File: src/rtl/cpl_pkg.sv
`timescale 1ns / 1ps
package cpl_pkg;

  // fixed field widths
  localparam int OP_W       = 3;
  localparam int SONG_W     = 16;
  localparam int TITLE_W    = 32;
  localparam int DUR_W      = 16;
  localparam int POS_W      = 8;
  localparam int POS_CNT_W  = $clog2(POS_W);
  localparam int STATUS_W   = 2;

  // operation codes
  localparam logic [OP_W-1:0] OP_APPEND = 3'd0;
  localparam logic [OP_W-1:0] OP_REMOVE = 3'd1;
  localparam logic [OP_W-1:0] OP_NEXT   = 3'd2;
  localparam logic [OP_W-1:0] OP_PREV   = 3'd3;
  localparam logic [OP_W-1:0] OP_REWIND = 3'd4;
  localparam logic [OP_W-1:0] OP_LIST   = 3'd5;

  // result status codes
  localparam logic [STATUS_W-1:0] ST_OK    = 2'd0;
  localparam logic [STATUS_W-1:0] ST_EMPTY = 2'd1;
  localparam logic [STATUS_W-1:0] ST_FULL  = 2'd2;

  // store read address select
  typedef enum logic [2:0] {
    RA_CURSOR,
    RA_HEAD,
    RA_PTR,
    RA_NEXTQ,
    RA_PREVQ
  } rd_sel_t;

  // controller to datapath commands
  typedef struct packed {
    logic                latch_in;
    logic                rd_en;
    rd_sel_t             rd_sel;
    logic                scan_clr;
    logic                scan_inc;
    logic                app_w1;
    logic                app_w2;
    logic                div_init;
    logic                div_step;
    logic                walk_init;
    logic                walk_adv;
    logic                rem_unlink;
    logic                rem_clear;
    logic                cur_from_next;
    logic                cur_from_prev;
    logic                list_init;
    logic                list_dec;
    logic                out_load;
    logic                out_rec;
    logic [STATUS_W-1:0] out_status;
    logic                out_last;
  } cmd_t;

  // datapath to controller status
  typedef struct packed {
    logic [OP_W-1:0] op;
    logic            count_zero;
    logic            count_one;
    logic            count_full;
    logic            scan_used;
    logic            div_last;
    logic            steps_zero;
    logic            left_one;
    logic            out_free;
  } sts_t;

endpackage

File: src/rtl/cpl_ram.sv
`timescale 1ns / 1ps
module cpl_ram #(
  parameter int WIDTH = 16,
  parameter int DEPTH = 16
) (
  input  logic                     clk,
  input  logic                     we,
  input  logic [$clog2(DEPTH)-1:0] waddr,
  input  logic [WIDTH-1:0]         wdata,
  input  logic                     re,
  input  logic [$clog2(DEPTH)-1:0] raddr,
  output logic [WIDTH-1:0]         rdata
);

  logic [WIDTH-1:0] mem [DEPTH];
  logic [WIDTH-1:0] rdata_r;

  // one write port, one registered read port
  always_ff @(posedge clk) begin
    if (we) begin
      mem[waddr] <= wdata;
    end
    if (re) begin
      rdata_r <= mem[raddr];
    end
  end

  assign rdata = rdata_r;

endmodule

File: src/rtl/cpl_datapath.sv
`timescale 1ns / 1ps
module cpl_datapath #(
  parameter int CAPACITY = 16
) (
  input  logic                                clk,
  input  logic                                rst_n,
  input  cpl_pkg::cmd_t                       cmd,
  output cpl_pkg::sts_t                       sts,
  input  logic [cpl_pkg::OP_W-1:0]            in_op,
  input  logic [cpl_pkg::SONG_W-1:0]          in_song_number,
  input  logic [cpl_pkg::TITLE_W-1:0]         in_title_tag,
  input  logic [cpl_pkg::DUR_W-1:0]           in_duration,
  input  logic [cpl_pkg::POS_W-1:0]           in_position,
  output logic                                out_valid,
  input  logic                                out_ready,
  output logic [cpl_pkg::STATUS_W-1:0]        out_status,
  output logic [cpl_pkg::SONG_W-1:0]          out_song_number,
  output logic [cpl_pkg::TITLE_W-1:0]         out_title_tag,
  output logic [cpl_pkg::DUR_W-1:0]           out_duration,
  output logic                                out_last
);

  localparam int SW = $clog2(CAPACITY);
  localparam int CW = $clog2(CAPACITY + 1);

  // latched transaction
  logic [cpl_pkg::OP_W-1:0]    op_r;
  logic [cpl_pkg::SONG_W-1:0]  song_r;
  logic [cpl_pkg::TITLE_W-1:0] title_r;
  logic [cpl_pkg::DUR_W-1:0]   dur_r;
  logic [cpl_pkg::POS_W-1:0]   pos_r;

  // ring state
  logic [CAPACITY-1:0] used_r;
  logic [SW-1:0]       head_r;
  logic [SW-1:0]       cursor_r;
  logic [CW-1:0]       count_r;

  // working registers
  logic [SW-1:0]                 ptr_r;
  logic [SW-1:0]                 scan_r;
  logic [CW-1:0]                 rem_r;
  logic [cpl_pkg::POS_W-1:0]     div_r;
  logic [cpl_pkg::POS_CNT_W-1:0] bit_cnt_r;
  logic [CW-1:0]                 left_r;

  // output register
  logic                          out_valid_r;
  logic [cpl_pkg::STATUS_W-1:0]  out_status_r;
  logic [cpl_pkg::SONG_W-1:0]    out_song_r;
  logic [cpl_pkg::TITLE_W-1:0]   out_title_r;
  logic [cpl_pkg::DUR_W-1:0]     out_dur_r;
  logic                          out_last_r;

  // store ports
  logic [SW-1:0]               rd_addr;
  logic [SW-1:0]               next_q;
  logic [SW-1:0]               prev_q;
  logic [cpl_pkg::SONG_W-1:0]  num_q;
  logic [cpl_pkg::TITLE_W-1:0] title_q;
  logic [cpl_pkg::DUR_W-1:0]   len_q;
  logic                        next_we;
  logic [SW-1:0]               next_waddr;
  logic [SW-1:0]               next_wdata;
  logic                        prev_we;
  logic [SW-1:0]               prev_waddr;
  logic [SW-1:0]               prev_wdata;

  logic                        count_zero;
  logic                        out_free;
  logic [cpl_pkg::POS_W-1:0]   pos_m1;
  logic [CW:0]                 trial;
  logic [CW:0]                 trial_diff;
  logic                        trial_ge;

  assign count_zero = (count_r == '0);
  assign out_free   = !out_valid_r || out_ready;
  assign pos_m1     = (pos_r == '0) ? '0 : pos_r - cpl_pkg::POS_W'(1);

  // restoring remainder step
  assign trial      = {rem_r, div_r[cpl_pkg::POS_W-1]};
  assign trial_diff = trial - {1'b0, count_r};
  assign trial_ge   = (trial >= {1'b0, count_r});

  // read address select
  always_comb begin
    case (cmd.rd_sel)
      cpl_pkg::RA_CURSOR: rd_addr = cursor_r;
      cpl_pkg::RA_HEAD:   rd_addr = head_r;
      cpl_pkg::RA_PTR:    rd_addr = ptr_r;
      cpl_pkg::RA_NEXTQ:  rd_addr = next_q;
      cpl_pkg::RA_PREVQ:  rd_addr = prev_q;
      default:            rd_addr = head_r;
    endcase
  end

  // link write ports: the tail and the unlink predecessor both come from prev_q
  always_comb begin
    next_we    = cmd.app_w1 || cmd.app_w2 || cmd.rem_unlink;
    next_waddr = cmd.app_w1 ? scan_r : prev_q;
    if (cmd.app_w1) begin
      next_wdata = count_zero ? scan_r : head_r;
    end else if (cmd.app_w2) begin
      next_wdata = scan_r;
    end else begin
      next_wdata = next_q;
    end
    prev_we = cmd.app_w1 || cmd.app_w2 || cmd.rem_unlink;
    if (cmd.app_w1) begin
      prev_waddr = scan_r;
      prev_wdata = count_zero ? scan_r : prev_q;
    end else if (cmd.app_w2) begin
      prev_waddr = head_r;
      prev_wdata = scan_r;
    end else begin
      prev_waddr = next_q;
      prev_wdata = prev_q;
    end
  end

  cpl_ram #(.WIDTH(SW), .DEPTH(CAPACITY)) u_next_ram (
    .clk(clk), .we(next_we), .waddr(next_waddr), .wdata(next_wdata),
    .re(cmd.rd_en), .raddr(rd_addr), .rdata(next_q)
  );

  cpl_ram #(.WIDTH(SW), .DEPTH(CAPACITY)) u_prev_ram (
    .clk(clk), .we(prev_we), .waddr(prev_waddr), .wdata(prev_wdata),
    .re(cmd.rd_en), .raddr(rd_addr), .rdata(prev_q)
  );

  cpl_ram #(.WIDTH(cpl_pkg::SONG_W), .DEPTH(CAPACITY)) u_num_ram (
    .clk(clk), .we(cmd.app_w1), .waddr(scan_r), .wdata(song_r),
    .re(cmd.rd_en), .raddr(rd_addr), .rdata(num_q)
  );

  cpl_ram #(.WIDTH(cpl_pkg::TITLE_W), .DEPTH(CAPACITY)) u_title_ram (
    .clk(clk), .we(cmd.app_w1), .waddr(scan_r), .wdata(title_r),
    .re(cmd.rd_en), .raddr(rd_addr), .rdata(title_q)
  );

  cpl_ram #(.WIDTH(cpl_pkg::DUR_W), .DEPTH(CAPACITY)) u_len_ram (
    .clk(clk), .we(cmd.app_w1), .waddr(scan_r), .wdata(dur_r),
    .re(cmd.rd_en), .raddr(rd_addr), .rdata(len_q)
  );

  // transaction latch and working registers
  always_ff @(posedge clk) begin
    if (cmd.latch_in) begin
      op_r    <= in_op;
      song_r  <= in_song_number;
      title_r <= in_title_tag;
      dur_r   <= in_duration;
      pos_r   <= in_position;
    end
    if (cmd.scan_clr) begin
      scan_r <= '0;
    end else if (cmd.scan_inc) begin
      scan_r <= scan_r + SW'(1);
    end
    if (cmd.div_init) begin
      rem_r     <= '0;
      div_r     <= pos_m1;
      bit_cnt_r <= '0;
    end else if (cmd.div_step) begin
      rem_r     <= trial_ge ? trial_diff[CW-1:0] : trial[CW-1:0];
      div_r     <= {div_r[cpl_pkg::POS_W-2:0], 1'b0};
      bit_cnt_r <= bit_cnt_r + cpl_pkg::POS_CNT_W'(1);
    end else if (cmd.walk_adv) begin
      rem_r <= rem_r - CW'(1);
    end
    if (cmd.walk_init || cmd.list_init) begin
      ptr_r <= head_r;
    end else if (cmd.walk_adv) begin
      ptr_r <= next_q;
    end
    if (cmd.list_init) begin
      left_r <= count_r;
    end else if (cmd.list_dec) begin
      left_r <= left_r - CW'(1);
    end
  end

  // ring control state
  always_ff @(posedge clk) begin
    if (!rst_n) begin
      used_r   <= '0;
      head_r   <= '0;
      cursor_r <= '0;
      count_r  <= '0;
    end else begin
      if (cmd.app_w1) begin
        used_r[scan_r] <= 1'b1;
        if (count_zero) begin
          head_r   <= scan_r;
          cursor_r <= scan_r;
          count_r  <= count_r + CW'(1);
        end
      end else if (cmd.app_w2) begin
        cursor_r <= head_r;
        count_r  <= count_r + CW'(1);
      end else if (cmd.rem_clear) begin
        used_r[ptr_r] <= 1'b0;
        head_r        <= '0;
        cursor_r      <= '0;
        count_r       <= '0;
      end else if (cmd.rem_unlink) begin
        used_r[ptr_r] <= 1'b0;
        count_r       <= count_r - CW'(1);
        if (head_r == ptr_r) begin
          head_r <= next_q;
        end
        if (cursor_r == ptr_r) begin
          cursor_r <= next_q;
        end
      end else if (cmd.cur_from_next) begin
        cursor_r <= next_q;
      end else if (cmd.cur_from_prev) begin
        cursor_r <= prev_q;
      end
    end
  end

  // result register
  always_ff @(posedge clk) begin
    if (!rst_n) begin
      out_valid_r <= 1'b0;
    end else if (cmd.out_load) begin
      out_valid_r <= 1'b1;
    end else if (out_ready) begin
      out_valid_r <= 1'b0;
    end
  end

  always_ff @(posedge clk) begin
    if (cmd.out_load) begin
      out_status_r <= cmd.out_status;
      out_last_r   <= cmd.out_last;
      out_song_r   <= cmd.out_rec ? num_q   : '0;
      out_title_r  <= cmd.out_rec ? title_q : '0;
      out_dur_r    <= cmd.out_rec ? len_q   : '0;
    end
  end

  assign out_valid       = out_valid_r;
  assign out_status      = out_status_r;
  assign out_song_number = out_song_r;
  assign out_title_tag   = out_title_r;
  assign out_duration    = out_dur_r;
  assign out_last        = out_last_r;

  // status to controller
  always_comb begin
    sts.op         = op_r;
    sts.count_zero = count_zero;
    sts.count_one  = (count_r == CW'(1));
    sts.count_full = (count_r == CW'(CAPACITY));
    sts.scan_used  = used_r[scan_r];
    sts.div_last   = (bit_cnt_r == cpl_pkg::POS_CNT_W'(cpl_pkg::POS_W - 1));
    sts.steps_zero = (rem_r == '0);
    sts.left_one   = (left_r == CW'(1));
    sts.out_free   = out_free;
  end

endmodule

File: src/rtl/cpl_ctrl.sv
`timescale 1ns / 1ps
module cpl_ctrl (
  input  logic          clk,
  input  logic          rst_n,
  input  logic          in_valid,
  output logic          in_ready,
  input  cpl_pkg::sts_t sts,
  output cpl_pkg::cmd_t cmd
);

  typedef enum logic [3:0] {
    S_IDLE,
    S_DECODE,
    S_SCAN,
    S_A_W1,
    S_A_W2,
    S_DIV,
    S_WALK,
    S_WALK_WAIT,
    S_R_OUT,
    S_R_UNLINK,
    S_N_MOVE,
    S_RW,
    S_EMIT_REC,
    S_L_EMIT,
    S_EMIT_CODE
  } state_t;

  state_t                       state_r, state_nxt;
  logic [cpl_pkg::STATUS_W-1:0] code_r, code_nxt;

  assign in_ready = (state_r == S_IDLE);

  // next state and commands
  always_comb begin
    state_nxt = state_r;
    code_nxt  = code_r;
    cmd       = '0;
    cmd.rd_sel = cpl_pkg::RA_HEAD;
    case (state_r)
      S_IDLE: begin
        if (in_valid) begin
          cmd.latch_in = 1'b1;
          state_nxt    = S_DECODE;
        end
      end
      S_DECODE: begin
        if (sts.op == cpl_pkg::OP_APPEND) begin
          if (sts.count_full) begin
            code_nxt  = cpl_pkg::ST_FULL;
            state_nxt = S_EMIT_CODE;
          end else begin
            code_nxt     = cpl_pkg::ST_OK;
            cmd.scan_clr = 1'b1;
            state_nxt    = S_SCAN;
          end
        end else if (sts.op > cpl_pkg::OP_LIST) begin
          code_nxt  = cpl_pkg::ST_OK;
          state_nxt = S_EMIT_CODE;
        end else if (sts.count_zero) begin
          code_nxt  = cpl_pkg::ST_EMPTY;
          state_nxt = S_EMIT_CODE;
        end else begin
          case (sts.op)
            cpl_pkg::OP_REMOVE: begin
              cmd.div_init  = 1'b1;
              cmd.walk_init = 1'b1;
              state_nxt     = S_DIV;
            end
            cpl_pkg::OP_NEXT, cpl_pkg::OP_PREV: begin
              cmd.rd_en  = 1'b1;
              cmd.rd_sel = cpl_pkg::RA_CURSOR;
              state_nxt  = S_N_MOVE;
            end
            cpl_pkg::OP_REWIND: begin
              cmd.rd_en  = 1'b1;
              cmd.rd_sel = cpl_pkg::RA_HEAD;
              state_nxt  = S_RW;
            end
            default: begin
              cmd.list_init = 1'b1;
              cmd.rd_en     = 1'b1;
              cmd.rd_sel    = cpl_pkg::RA_HEAD;
              state_nxt     = S_L_EMIT;
            end
          endcase
        end
      end
      // lowest free slot, one slot a cycle; head read for the tail link
      S_SCAN: begin
        if (sts.scan_used) begin
          cmd.scan_inc = 1'b1;
        end else begin
          cmd.rd_en  = 1'b1;
          cmd.rd_sel = cpl_pkg::RA_HEAD;
          state_nxt  = S_A_W1;
        end
      end
      S_A_W1: begin
        cmd.app_w1 = 1'b1;
        state_nxt  = sts.count_zero ? S_EMIT_CODE : S_A_W2;
      end
      S_A_W2: begin
        cmd.app_w2 = 1'b1;
        state_nxt  = S_EMIT_CODE;
      end
      // position minus one modulo count, one bit a cycle
      S_DIV: begin
        cmd.div_step = 1'b1;
        if (sts.div_last) begin
          state_nxt = S_WALK;
        end
      end
      S_WALK: begin
        cmd.rd_en  = 1'b1;
        cmd.rd_sel = cpl_pkg::RA_PTR;
        state_nxt  = sts.steps_zero ? S_R_OUT : S_WALK_WAIT;
      end
      S_WALK_WAIT: begin
        cmd.walk_adv = 1'b1;
        state_nxt    = S_WALK;
      end
      S_R_OUT: begin
        if (sts.out_free) begin
          cmd.out_load   = 1'b1;
          cmd.out_rec    = 1'b1;
          cmd.out_status = cpl_pkg::ST_OK;
          cmd.out_last   = 1'b1;
          if (sts.count_one) begin
            cmd.rem_clear = 1'b1;
            state_nxt     = S_IDLE;
          end else begin
            state_nxt = S_R_UNLINK;
          end
        end
      end
      S_R_UNLINK: begin
        cmd.rem_unlink = 1'b1;
        state_nxt      = S_IDLE;
      end
      S_N_MOVE: begin
        cmd.rd_en = 1'b1;
        if (sts.op == cpl_pkg::OP_PREV) begin
          cmd.cur_from_prev = 1'b1;
          cmd.rd_sel        = cpl_pkg::RA_PREVQ;
        end else begin
          cmd.cur_from_next = 1'b1;
          cmd.rd_sel        = cpl_pkg::RA_NEXTQ;
        end
        state_nxt = S_EMIT_REC;
      end
      S_RW: begin
        cmd.cur_from_next = 1'b1;
        state_nxt         = S_EMIT_REC;
      end
      S_EMIT_REC: begin
        if (sts.out_free) begin
          cmd.out_load   = 1'b1;
          cmd.out_rec    = 1'b1;
          cmd.out_status = cpl_pkg::ST_OK;
          cmd.out_last   = 1'b1;
          state_nxt      = S_IDLE;
        end
      end
      // one record per transaction, next read issued with each load
      S_L_EMIT: begin
        if (sts.out_free) begin
          cmd.out_load   = 1'b1;
          cmd.out_rec    = 1'b1;
          cmd.out_status = cpl_pkg::ST_OK;
          cmd.out_last   = sts.left_one;
          if (sts.left_one) begin
            state_nxt = S_IDLE;
          end else begin
            cmd.list_dec = 1'b1;
            cmd.rd_en    = 1'b1;
            cmd.rd_sel   = cpl_pkg::RA_NEXTQ;
          end
        end
      end
      S_EMIT_CODE: begin
        if (sts.out_free) begin
          cmd.out_load   = 1'b1;
          cmd.out_status = code_r;
          cmd.out_last   = 1'b1;
          state_nxt      = S_IDLE;
        end
      end
      default: begin
        state_nxt = S_IDLE;
      end
    endcase
  end

  // state and result code registers
  always_ff @(posedge clk) begin
    if (!rst_n) begin
      state_r <= S_IDLE;
      code_r  <= cpl_pkg::ST_OK;
    end else begin
      state_r <= state_nxt;
      code_r  <= code_nxt;
    end
  end

endmodule

File: src/rtl/circular_playlist_list_engine_unit.sv
`timescale 1ns / 1ps
// Circular playlist engine: a ring of up to CAPACITY track records with a
// play cursor. One transaction on the in_ channel carries an operation
// (append, remove at position, step next, step previous, rewind, list) and
// causes one result transaction on the out_ channel, or one per record for
// list; out_last marks the final result of each input transaction.
// Items are handled one at a time: in_ready is high only while the engine
// waits for work, and it may rise while the last result still waits in the
// output register.
// Work per item, input accept to result loaded:
//   append   scan from slot 0 past used slots to the lowest free one, then
//            the record and link writes (fewer when the ring is empty)
//   remove   position minus one modulo count by an 8-step remainder unit,
//            a link walk from the head, the result load, then the unlink
//   next, previous, rewind: store reads, cursor move; list: a head read,
//   then one record per output handshake; empty, full, ignored: a code
// Reset (rst_n low at a clock edge) empties the ring and clears head,
// cursor and the output valid flag; the stores need no clearing pass.
// If the receiver stalls, the result holds on the out_ ports and the
// engine waits before loading the next one.
module circular_playlist_list_engine_unit #(
  parameter int CAPACITY = 16
) (
  input  logic                          clk,
  input  logic                          rst_n,
  input  logic                          in_valid,
  output logic                          in_ready,
  input  logic [cpl_pkg::OP_W-1:0]      in_op,
  input  logic [cpl_pkg::SONG_W-1:0]    in_song_number,
  input  logic [cpl_pkg::TITLE_W-1:0]   in_title_tag,
  input  logic [cpl_pkg::DUR_W-1:0]     in_duration,
  input  logic [cpl_pkg::POS_W-1:0]     in_position,
  output logic                          out_valid,
  input  logic                          out_ready,
  output logic [cpl_pkg::STATUS_W-1:0]  out_status,
  output logic [cpl_pkg::SONG_W-1:0]    out_song_number,
  output logic [cpl_pkg::TITLE_W-1:0]   out_title_tag,
  output logic [cpl_pkg::DUR_W-1:0]     out_duration,
  output logic                          out_last
);

  cpl_pkg::cmd_t cmd;
  cpl_pkg::sts_t sts;

  // sequencer
  cpl_ctrl u_ctrl (
    .clk      (clk),
    .rst_n    (rst_n),
    .in_valid (in_valid),
    .in_ready (in_ready),
    .sts      (sts),
    .cmd      (cmd)
  );

  // ring stores, registers and result register
  cpl_datapath #(.CAPACITY(CAPACITY)) u_datapath (
    .clk             (clk),
    .rst_n           (rst_n),
    .cmd             (cmd),
    .sts             (sts),
    .in_op           (in_op),
    .in_song_number  (in_song_number),
    .in_title_tag    (in_title_tag),
    .in_duration     (in_duration),
    .in_position     (in_position),
    .out_valid       (out_valid),
    .out_ready       (out_ready),
    .out_status      (out_status),
    .out_song_number (out_song_number),
    .out_title_tag   (out_title_tag),
    .out_duration    (out_duration),
    .out_last        (out_last)
  );

endmodule

File: config.mk
export PLATFORM = sky130hd
export DESIGN_NAME = circular_playlist_list_engine_unit
export DESIGN_NICKNAME = d
export VERILOG_FILES = /design/src/rtl/cpl_pkg.sv /design/src/rtl/cpl_ram.sv /design/src/rtl/cpl_datapath.sv /design/src/rtl/cpl_ctrl.sv /design/src/rtl/circular_playlist_list_engine_unit.sv
export SDC_FILE = /design/constraint.sdc
export NUM_CORES = 1
export LEC_CHECK = 0
export ABC_CLOCK_PERIOD_IN_PS = 4890
export BUFFER_PORTS_ARGS = -buffer_cell sky130_fd_sc_hd__clkbuf_2
export CAP_MARGIN = 20
export CORE_MARGIN = 2
export CORE_UTILIZATION = 29
export DETAILED_ROUTE_END_ITERATION = 16
export HOLD_SLACK_MARGIN = 0.05
export PLACE_DENSITY_LB_ADDON = 0.2
export SLEW_MARGIN = 20
export SYNTH_ARGS = -nofsm -noshare
export SYNTH_HDL_FRONTEND = slang
export SYNTH_HIERARCHICAL = 1
export SYNTH_SLANG_ARGS = --single-unit
File: constraint.sdc
create_clock -name clk -period 4.89 [get_ports clk]
set_clock_uncertainty 0.15 [all_clocks]
set_input_delay 0.2445 -clock clk [delete_from_list [all_inputs] [get_ports clk]]
set_output_delay 0.2445 -clock clk [all_outputs]
set_load 0.02 [all_outputs]
==> Yosys cells after proc, flatten, opt, wreduce, memory -nomap -nowiden <==
Memories as Yosys holds them, arrays and structs flattened. A register that Yosys moved wholly into a read port is not among the register bits.
Index checks and enable logic that the tools add are counted.
{ "totals": {"ff_bits": 207, "mem_bits_rw": 1152, "output_inout_bits": 69, "elab_cells": 237, "memories": 5} }
{ "op_classes": {"addsub": 8, "magnitude_cmp": 6, "n_eq_ne": 37, "mux": 121, "bitwise_logic": 3, "n_reduce_logical": 34} }
{ "mem_list": {"columns": ["name", "depth", "word_bits", "read_ports", "rd_clocked_by_memory_dff", "write_ports", "line", "text"], "rows": [
  ["u_datapath.u_title_ram.mem", 16, 32, 1, 1, 1, "cpl_ram.sv:15", "logic [WIDTH-1:0] mem [DEPTH];"],
  ["u_datapath.u_len_ram.mem", 16, 16, 1, 1, 1, "cpl_ram.sv:15", null],
  ["u_datapath.u_num_ram.mem", 16, 16, 1, 1, 1, "cpl_ram.sv:15", null],
  ["u_datapath.u_next_ram.mem", 16, 4, 1, 1, 1, "cpl_ram.sv:15", null],
  ["u_datapath.u_prev_ram.mem", 16, 4, 1, 1, 1, "cpl_ram.sv:15", null]
]} }
{ "op_table": {"columns": ["operator", "count"], "rows": [
  ["$mux 4", 44],
  ["$mux 16", 4],
  ["$mux 5", 11],
  ["$pmux 4 s12", 1],
  ["$mux 1", 40],
  ["$eq 4x4->1 const B", 7],
  ["$mux 8", 3],
  ["$pmux 4 s5", 1],
  ["$and 16x16->16", 1],
  ["$eq 4x3->1 const B", 4],
  ["$not 16->16", 1],
  ["$or 16x16->16", 1],
  ["$pmux 4 s4", 1],
  ["$sub 5x1->5 const B", 3],
  ["$eq 3x2->1 const B", 4],
  ["$pmux 4 s3", 1],
  ["$eq 5x1->1 const B", 2],
  ["$logic_not 5->1", 2],
  ["$lt 4x5->1 const B", 2],
  ["$ne 2x1->1 const B", 5],
  ["$reduce_bool 2->1", 5],
  ["$eq 3x3->1 const B", 3],
  ["$pmux 3 s3", 1],
  ["$reduce_bool 3->1", 3],
  ["other kinds (36)", 59]
]} }

==> Longest topological paths before layout <==
Gate-level depths: netlist of run 1.
{ "logic_depth": {"ltp_word": 10, "ltp_mapped": 18, "mapped_depth_nobuf": 15} }

==> Cells and area by module <==
The synthesis of run 1 kept the hierarchy.
{ "modules_own_cells": {"columns": ["module", "instances", "cells_per_inst", "area_each_um2"], "rows": [
  ["cpl_ram at u_datapath.u_title_ram", 1, 838, 20155.6],
  ["cpl_ram at u_datapath.u_len_ram", 1, 432, 10203.5],
  ["cpl_ram at u_datapath.u_num_ram", 1, 432, 10202.3],
  ["cpl_datapath", 1, 720, 8947.3],
  ["cpl_ram at u_datapath.u_next_ram ...", 2, 130, 2706.3],
  ["cpl_ctrl", 1, 145, 940.9]
]} }

==> Worst setup path before layout of run 1 <==
OpenSTA, ideal clock, no wires.
{ "synth_path": {"path_type": "reg-to-reg", "startpoint": "reg u_ctrl.state_r[1]", "endpoint": "reg u_datapath.u_len_ram.rdata_r[10] (netlist: u_datapath/u_len_ram/rdata[10]), read port of u_datapath.u_len_ram.mem (data pin)", "setup_ps": 259, "arrival_ps": 4165, "required_time_ps": 4481, "setup_slack_ps": 316, "stages_incl_launch_ff": 15, "n_path_buf": 6, "path_cell_list": "dfxtp_1 buf_2 clkbuf_1 buf_1 nand2_1 nor4_1 buf_4 clkbuf_1 mux2i_1 o22a_1 o21ai_0 nor2_1 clkbuf_1 a22oi_1 nand2_1"} }
{ "synth_rtl": {"columns": ["element", "line", "text"], "rows": [
  ["start: declaration", "cpl_ctrl.sv:29", "state_t state_r, state_nxt;"],
  ["start signal: assignment", "cpl_ctrl.sv:201", "state_r <= state_nxt;"],
  ["end: declaration", "cpl_ram.sv:16", "logic [WIDTH-1:0] rdata_r;"]
]} }

==> results of run 1 <==
==> metal layers <==
metal / routed length [um] / share of wire [%] / vias to the layer above
met5: 0 / 0 / -
met4: 2861 / 2.0 / 0
met3: 4954 / 3.5 / 198
met2: 71870 / 50 / 541
met1: 62820 / 44 / 15060
li1: - / - / 12470
==> worst max-delay path, stage by stage, from the launching register on <==
cell and delay (ns):
dfxtp_1 0.35, inv_1 0.09, ha_1 0.16, or4b_4 0.51
inv_2 0.10, buf_4 0.18, o41ai_1 0.10, o22ai_1 0.44
nand2b_1 0.21, nand2_1 0.16, a22oi_1 0.12, o21ai_4 0.13
buf_12 0.19, buf_12 0.32, mux4_1 0.60, a22oi_1 0.22
nand3_1 0.10
==> cell usage after synthesis (all sizes together), types with 9 or more instances <==
cell / n / share of area (%)
clkbuf: 81 / 0.55
or3b: 9 / 0.14
xnor2: 12 / 0.19
edfxtp: 1383 / 74
xor2: 14 / 0.22
inv: 39 / 0.26
o22ai: 13 / 0.15
nand3b: 14 / 0.19
nor2b: 22 / 0.25
a21oi: 48 / 0.43
nand2b: 20 / 0.22
mux2i: 26 / 0.47
nor2: 115 / 0.77
nand3: 34 / 0.30
nand2: 141 / 0.96
dfxtp: 48 / 1.7
o21ai: 45 / 0.40
mux4: 293 / 12
and3: 10 / 0.11
buf: 71 / 0.85
ha: 20 / 0.45
nor3: 37 / 0.33
and2: 72 / 0.81
a22oi: 142 / 1.9
==> stage by stage <==
step           total power, uW  cell area, um^2  worst slack (ns)  hold slack [ns]  util, %
3_3_place_gp             23900            60710            0.2986           0.2717    31.62
6_report                 35100            67260            0.5205           0.1007    35.04
4_1_cts                  35700            67250            0.2000          0.06391    35.03
3_5_place_dp             23930            60730            0.2188           0.2731    31.63
5_1_grt                  36810            67260            0.2346          0.09123    35.04
2_1_floorplan            21010            55860            0.3158           0.1934        -
==> sequential cells by signal (all words and copies together) (netlist names), 5 cells and up <==
signal                        cells
u_datapath/out_title_tag         32
u_datapath/u_title_ram/mem      512
u_datapath/out_song_number       16
u_datapath/title_r               32
u_datapath/dur_r                 16
u_datapath/song_r                16
u_datapath/pos_r                  8
u_datapath/left_r                 5
u_datapath/u_num_ram/mem        256
u_datapath/u_num_ram/rdata       16
u_datapath/u_title_ram/rdata     32
u_datapath/u_len_ram/mem        256
u_datapath/rem_r                  5
u_datapath/out_duration          16
u_datapath/u_next_ram/mem        64
u_datapath/div_r                  8
u_datapath/used_r                16
u_datapath/u_len_ram/rdata       16
u_datapath/count_r                5
u_datapath/u_prev_ram/mem        64
==> worst min-delay path by stage <==
stage	endpoint	slack [ns]	cells past startpoint
after floorplan	u_datapath/dur_r[0]	0.19	0
after global placement	u_datapath/pos_r[0]	0.27	1
after detailed placement	u_datapath/song_r[13]	0.27	1
after CTS	u_datapath/title_r[31]	0.06	2
after global routing	u_datapath/title_r[31]	0.09	2
final	u_datapath/title_r[31]	0.10	2
==> logic make-up (layout without fill, tap and decap cells) <==
group,Yosys count,after routing,share of synthesized area (%)
AO/OA/AOI/OAI,311,311,3.931
XOR/XNOR,26,26,0.4076
adder cells (fa/ha/maj),21,21,0.4838
buffers and inverters,192,753,1.666
flip-flops,1431,1431,76.06
multiplexers,323,323,12.69
other,0,1,0
AND/OR/NAND/NOR,523,523,4.760
==> placed cells by master, fill, tap and decap left out, types with 20 or more instances in the layout <==
| cell type | synthesis | layout |
|---|---|---|
| clkbuf_16 | 0 | 163 |
| ha_1 | 20 | 20 |
| dfxtp_1 | 48 | 46 |
| nand2b_1 | 20 | 20 |
| clkbuf_2 | 1 | 147 |
| nor2_2 | 0 | 23 |
| a21oi_1 | 48 | 47 |
| clkbuf_1 | 80 | 45 |
| nand3_1 | 34 | 34 |
| clkinv_2 | 0 | 28 |
| nor2_1 | 115 | 74 |
| mux4_1 | 48 | 48 |
| nor3_1 | 37 | 25 |
| o21ai_0 | 45 | 42 |
| and2_1 | 72 | 69 |
| buf_12 | 2 | 34 |
| inv_1 | 38 | 38 |
| mux4_2 | 245 | 245 |
| a22oi_1 | 141 | 141 |
| clkinv_1 | 1 | 27 |
| edfxtp_1 | 1383 | 1383 |
| nand2_1 | 140 | 140 |
| dlygate4sd3_1 | 0 | 147 |
| buf_4 | 19 | 97 |
| mux2i_1 | 25 | 25 |
==> area by class of cell <==
type                            instances  share of cell area, %
Multi-Input combinational cell       1204                  19.02
Timing Repair Buffer                  425                  5.376
Clock inverter                         77                  1.124
Inverter                               40                 0.2232
Sequential cell                      1431                  63.18
Clock buffer                          211                  6.377
Antenna cell                            1               0.003720
Tap cell                             2526                  4.699
==> power by group through the flow <==
stage	clock network, uW	registers (uW)	logic [uW]
floorplan	0	16200	4760
global placement	0	16600	7260
detailed placement	0	16600	7280
CTS	11900	16400	7390
global route	12400	16500	7880
finish	11500	16300	7220
==> repair_timing <==
item / CTS / global route
setup endpoints to repair: 0 / 14
hold buffers: 147 / 0
resized for setup: 0 / 1
endpoints found under the hold margin: 95 / 0
==> out/qor.yml, run 1 <==
drt:
  wl_per_cell_um: 24.09
  drt-initial-drc-count: 2084
  antenna_left: 0
  drc_errors: 0
  routed_wl_mm: 142.5
  vias: 28270
  via_per_inst: 4.780
  first_pass_iters: 5
global_route:
  use_met3_pct: 2.169
  grt_usage_pct: 14.46
  grt_max_degree: 47
  met2_usage_pct: 24.62
  top_usage_layer: "met2"
  grt_pass1_wl_mm: 208.0
  grt_pass1_vias: 29400
  grt.met1_usage_pct: 19.19
  antenna_found_initial: 2
  grt-ovfl-total: 0
clock_network:
  clock_latency_ns: 0.82
  cts_sinks: 1431
  root_buffer: "clkbuf_16"
  cts_max_level: 4
  cts_buffers: 162
  post_cts_buffers: 0
  cts_buffer_depth: 3
  clk_pin_slew_ns: 0.06
  cts_tree: "built"
sta:
  maxSlewHeadroom_pct: 28.11
  worst_slew_pin_slew_ns: 1.077
  rsz0062_at_grt: "false"
  setup_viol_count_final: 0
  max_freq_mhz: 228.9
  tns_ns: 0
  layout_min_cycle_time_ns: 4.369
  hold_viol: 0
  maxSlewViolCount: 0
  fin_crit_sh_pct: 89.36
power_and_ir_drop:
  pwr-share-seq_pct: 46.6
  ir_worst_vdd_mv: 0.4139
  power_density_mw_per_mm2: 521.9
  p_int_uw: 25010
  leakagePower_uw: 0.02130
  pwr-share-comb_pct: 20.6
  p_sw_uw: 10090
  clkPwrFrac_pct: 32.8
  netSwitchingFraction_pct: 28.75
finish:
  fin_cells: 5915
  fillerInstances: 17970
  final-seq-area_mm2: 0.04249
  syn2layout_area_growth_pct: 20.41
  num-nets-final: 3364
  multiInputGateArea_mm2: 0.01279
  drive_gt1_share_pct: 24.91
floorplanning:
  design.core.area_mm2: 0.1920
  num_io_pins: 148
  fp.dieH_um: 442.9
  fp-row-count: 161
  dieArea_mm2: 0.1962
  die_x_um: 442.9
  initial_utilization_pct: 29.10
yosys:
  ys_types: 81
  async_flop_share_pct: 0
  synth_nets: 2927
  ys_ff_latch: 1431
  yosysSeqAreaShare_pct: 76.06
  synth_area_mm2: 0.05586
  synth_edf_count: 1383
  synthesis.instances: 2827
  syn_area_per_cell_um2: 19.76
  ys_warn_count: 6
  synthFlopType: "edfxtp_1"
critical_path:
  crit_path_start: "u_datapath/count_r[1]"
  worst-setup-path-type: "reg2reg"
  worstSetupEndpointType: "register"
  rr_worst_depth: 16
  r2r-end: "u_datapath/u_prev_ram/rdata[1]"
  cp.arrival_ns: 4.74
  crit_end: "u_datapath/u_prev_ram/rdata[1]"
  rrSetupSlack_ns: 0.52
  worstPathMaxFanout: 43
  cp-start-kind: "register"
  crit_required_ns: 5.26
  r2r_start: "u_datapath/count_r[1]"
place:
  routabilityCongestion: 0.7482
  hpwlAfterDp_mm: 79.89
  port_buffers: 147
  numPlacedInstances: 5478
hold_path:
  hp-class: "in2reg"
  worstHoldStart: "in_title_tag[31]"
run:
  cap_violations: 0
outcome:
  status: "complete, no violations"
(Power assumes the default switching activity.)
==> run 2, diff against run 1 <==
ABC_CLOCK_PERIOD_IN_PS = 4800   (was 4890)
CORE_ASPECT_RATIO = 0.5   (was unset)
clock period = 4.8 ns   (was 4.89 ns; I/O delays follow)
==> run 2 against run 1 <==
Net effect:
- hold slack improved by 0.0015 ns
- sequential share of layout area increased by 0.67 points
- critical path depth increased by 1
- maximum frequency decreased by 2.8%
- wire length decreased by 0.38%
- power decreased by 1.0%
- register-to-register slack got worse by 0.21 ns
- die area increased by 0.11%
- final cell count decreased by 0.96%
- core utilization decreased by 0.12 points
- clock-buffer cell count decreased by 35
- sequential power about the same
==> out/qor.yml, run 2 (synthesis gave the netlist of run 1 again) <==
drt:
  antenna_left: 0
  wl_per_cell_um: 24.24
  first_pass_iters: 5
  vias: 28600
  drc_errors: 0
  via_per_inst: 4.882
  drt-initial-drc-count: 2668
  routed_wl_mm: 142.0
finish:
  final_util_pct: 34.92
  drive_gt1_share_pct: 24.35
  most-common-layout-cells: "1383 x edfxtp_1, 245 x mux4_2, 147 x clkbuf_2, 145 x clkbuf_16, 141 x a22oi_1"
  layout_commonest_cell: "edfxtp_1"
  top_regs: "u_datapath/u_title_ram/mem x512, u_datapath/u_len_ram/mem x256, u_datapath/u_num_ram/mem x256"
  regMostFlops: "u_datapath/u_title_ram/mem"
  syn2layout_area_growth_pct: 19.13
  fillerInstances: 17850
  num-nets-final: 3325
  largest_reg_flops: 512
hold_path:
  hold_path_end: "u_datapath/dur_r[11]"
  worstHoldStart: "in_duration[11]"
  worstHoldPathCells: 2
  hp-class: "in2reg"
floorplanning:
  dieArea_mm2: 0.1964
  fp-row-count: 113
  design.core.area_mm2: 0.1906
  die_x_um: 624.7
  fp.dieH_um: 314.3
  num_io_pins: 148
  initial_utilization_pct: 29.31
global_route:
  antenna_found_initial: 3
  grt_usage_pct: 14.39
  grt-ovfl-total: 0
  grt_pass1_wl_mm: 206.4
  grt_max_degree: 51
  grt_pass1_vias: 29670
clock_network:
  clk_pin_slew_ns: 0.06
  clock_latency_ns: 0.76
  cts_tree: "built"
  cts_buffer_depth: 3
  cts_buffers: 141
  cts_sinks: 1431
  post_cts_buffers: 0
  cts_max_level: 4
  root_buffer: "clkbuf_16"
power_and_ir_drop:
  netSwitchingFraction_pct: 28.75
  power_density_mw_per_mm2: 521.9
  ir_worst_vdd_mv: 0.3097
  clkPwrFrac_pct: 31.0
  p_int_uw: 24750
  leakagePower_uw: 0.02093
  pwr-share-comb_pct: 21.1
  pwr-share-seq_pct: 47.8
  p_sw_uw: 9987
sta:
  max_freq_mhz: 222.5
  whs_ns: 0.1022
  fin_crit_sh_pct: 93.62
  rsz0062_at_grt: "false"
  worst_slew_pin_slew_ns: 0.9920
  layout_min_cycle_time_ns: 4.494
  setup_viol_count_final: 0
  tns_ns: 0
  hold_viol: 0
  maxSlewHeadroom_pct: 33.78
  maxSlewViolCount: 0
outcome:
  status: "complete, no violations"
critical_path:
  cp-start-kind: "register"
  r2r_start: "u_datapath/count_r[1]"
  rr_worst_depth: 17
  r2r-end: "u_datapath/u_prev_ram/rdata[1]"
  worstSetupEndpointType: "register"
  rrSetupSlack_ns: 0.31
  worstPathMaxFanout: 15
  crit_required_ns: 5.13
  worst-setup-path-type: "reg2reg"
  cp.arrival_ns: 4.82
run:
  cap_violations: 0
place:
  routabilityCongestion: 0.7849
  hpwlAfterDp_mm: 77.22
  port_buffers: 147
[run 2: stage by stage]
| stage | worst slack (ns) | instance area [um^2] | power, uW | instances |
|---|---|---|---|---|
| floorplan | 0.2258 | 55860 | 21410 | 2827 |
| finish | 0.3063 | 66550 | 34740 | 5858 |
| global placement | 0.3547 | 60770 | 24200 | 5478 |
| detailed placement | 0.2717 | 60770 | 24310 | 5478 |
| CTS | 0.2563 | 66530 | 35270 | 5856 |
| global route | 0.1385 | 66550 | 36380 | 5857 |
[run 2: routing by layer]
layer | global-route usage (%) | routed length (um)
met2 | 23.75 | 68510
met3 | 2.082 | 6560
met4 | 3.797 | 2577
met5 | 0 | 0
met1 | 19.96 | 64320
[run 2: layout make-up]
type                       count  area, um^2  area share (%)
multi-input combinational   1204       12780           19.21
sequential                  1431       42490           63.85
tap                         2530        3166           4.757
clock buffer                 176        3765           5.657
timing repair buffer         407        3536           5.313
clock inverter                68       655.6          0.9851
inverter                      40       150.1          0.2256
antenna                        2       5.005        0.007520
[run 2: power groups by stage]
stage	clock, uW	sequential, uW	combinational, uW
2_1_floorplan	0	16600	4850
3_3_place_gp	0	16900	7330
3_5_place_dp	0	16900	7380
4_1_cts	11100	16700	7480
5_1_grt	11600	16800	7960
6_report	10800	16600	7340
[run 2: worst max-delay path by stage]
stage                                            end                   from  slack (ns)  depth (start not counted)
floorplan             u_datapath/u_len_ram/rdata[10]      u_ctrl/state_r[1]        0.23                         14
detailed placement  u_datapath/u_title_ram/rdata[15]  u_datapath/count_r[0]        0.27                         17
global route          u_datapath/u_prev_ram/rdata[1]  u_datapath/count_r[1]        0.14                         17
finish                u_datapath/u_prev_ram/rdata[1]  u_datapath/count_r[1]        0.31                         17
global placement      u_datapath/u_prev_ram/rdata[1]   u_datapath/left_r[1]        0.35                         15
CTS                 u_datapath/u_title_ram/rdata[15]  u_datapath/count_r[0]        0.26                         17
[run 2: critical path, cell delays in order (launching register included)]
cell and delay [ns]:
dfxtp_1 0.42, inv_1 0.08, ha_1 0.19, or4b_4 0.24, inv_2 0.06, or4b_1 0.47, a21o_1 0.19, a31oi_1 0.22
o22ai_2 0.17, nand2b_1 0.21, nand2_1 0.12, a22oi_1 0.24, o21ai_4 0.18, buf_12 0.20, buf_4 0.20, mux4_1 0.47
a22oi_1 0.24, nand3_1 0.15
[run 2: timing repair]
item                                    4_1_cts  5_1_grt
endpoints found under the setup margin        0        7
gates resized for setup                       0        2
hold buffers                                134        0
hold endpoints to repair                    116        0
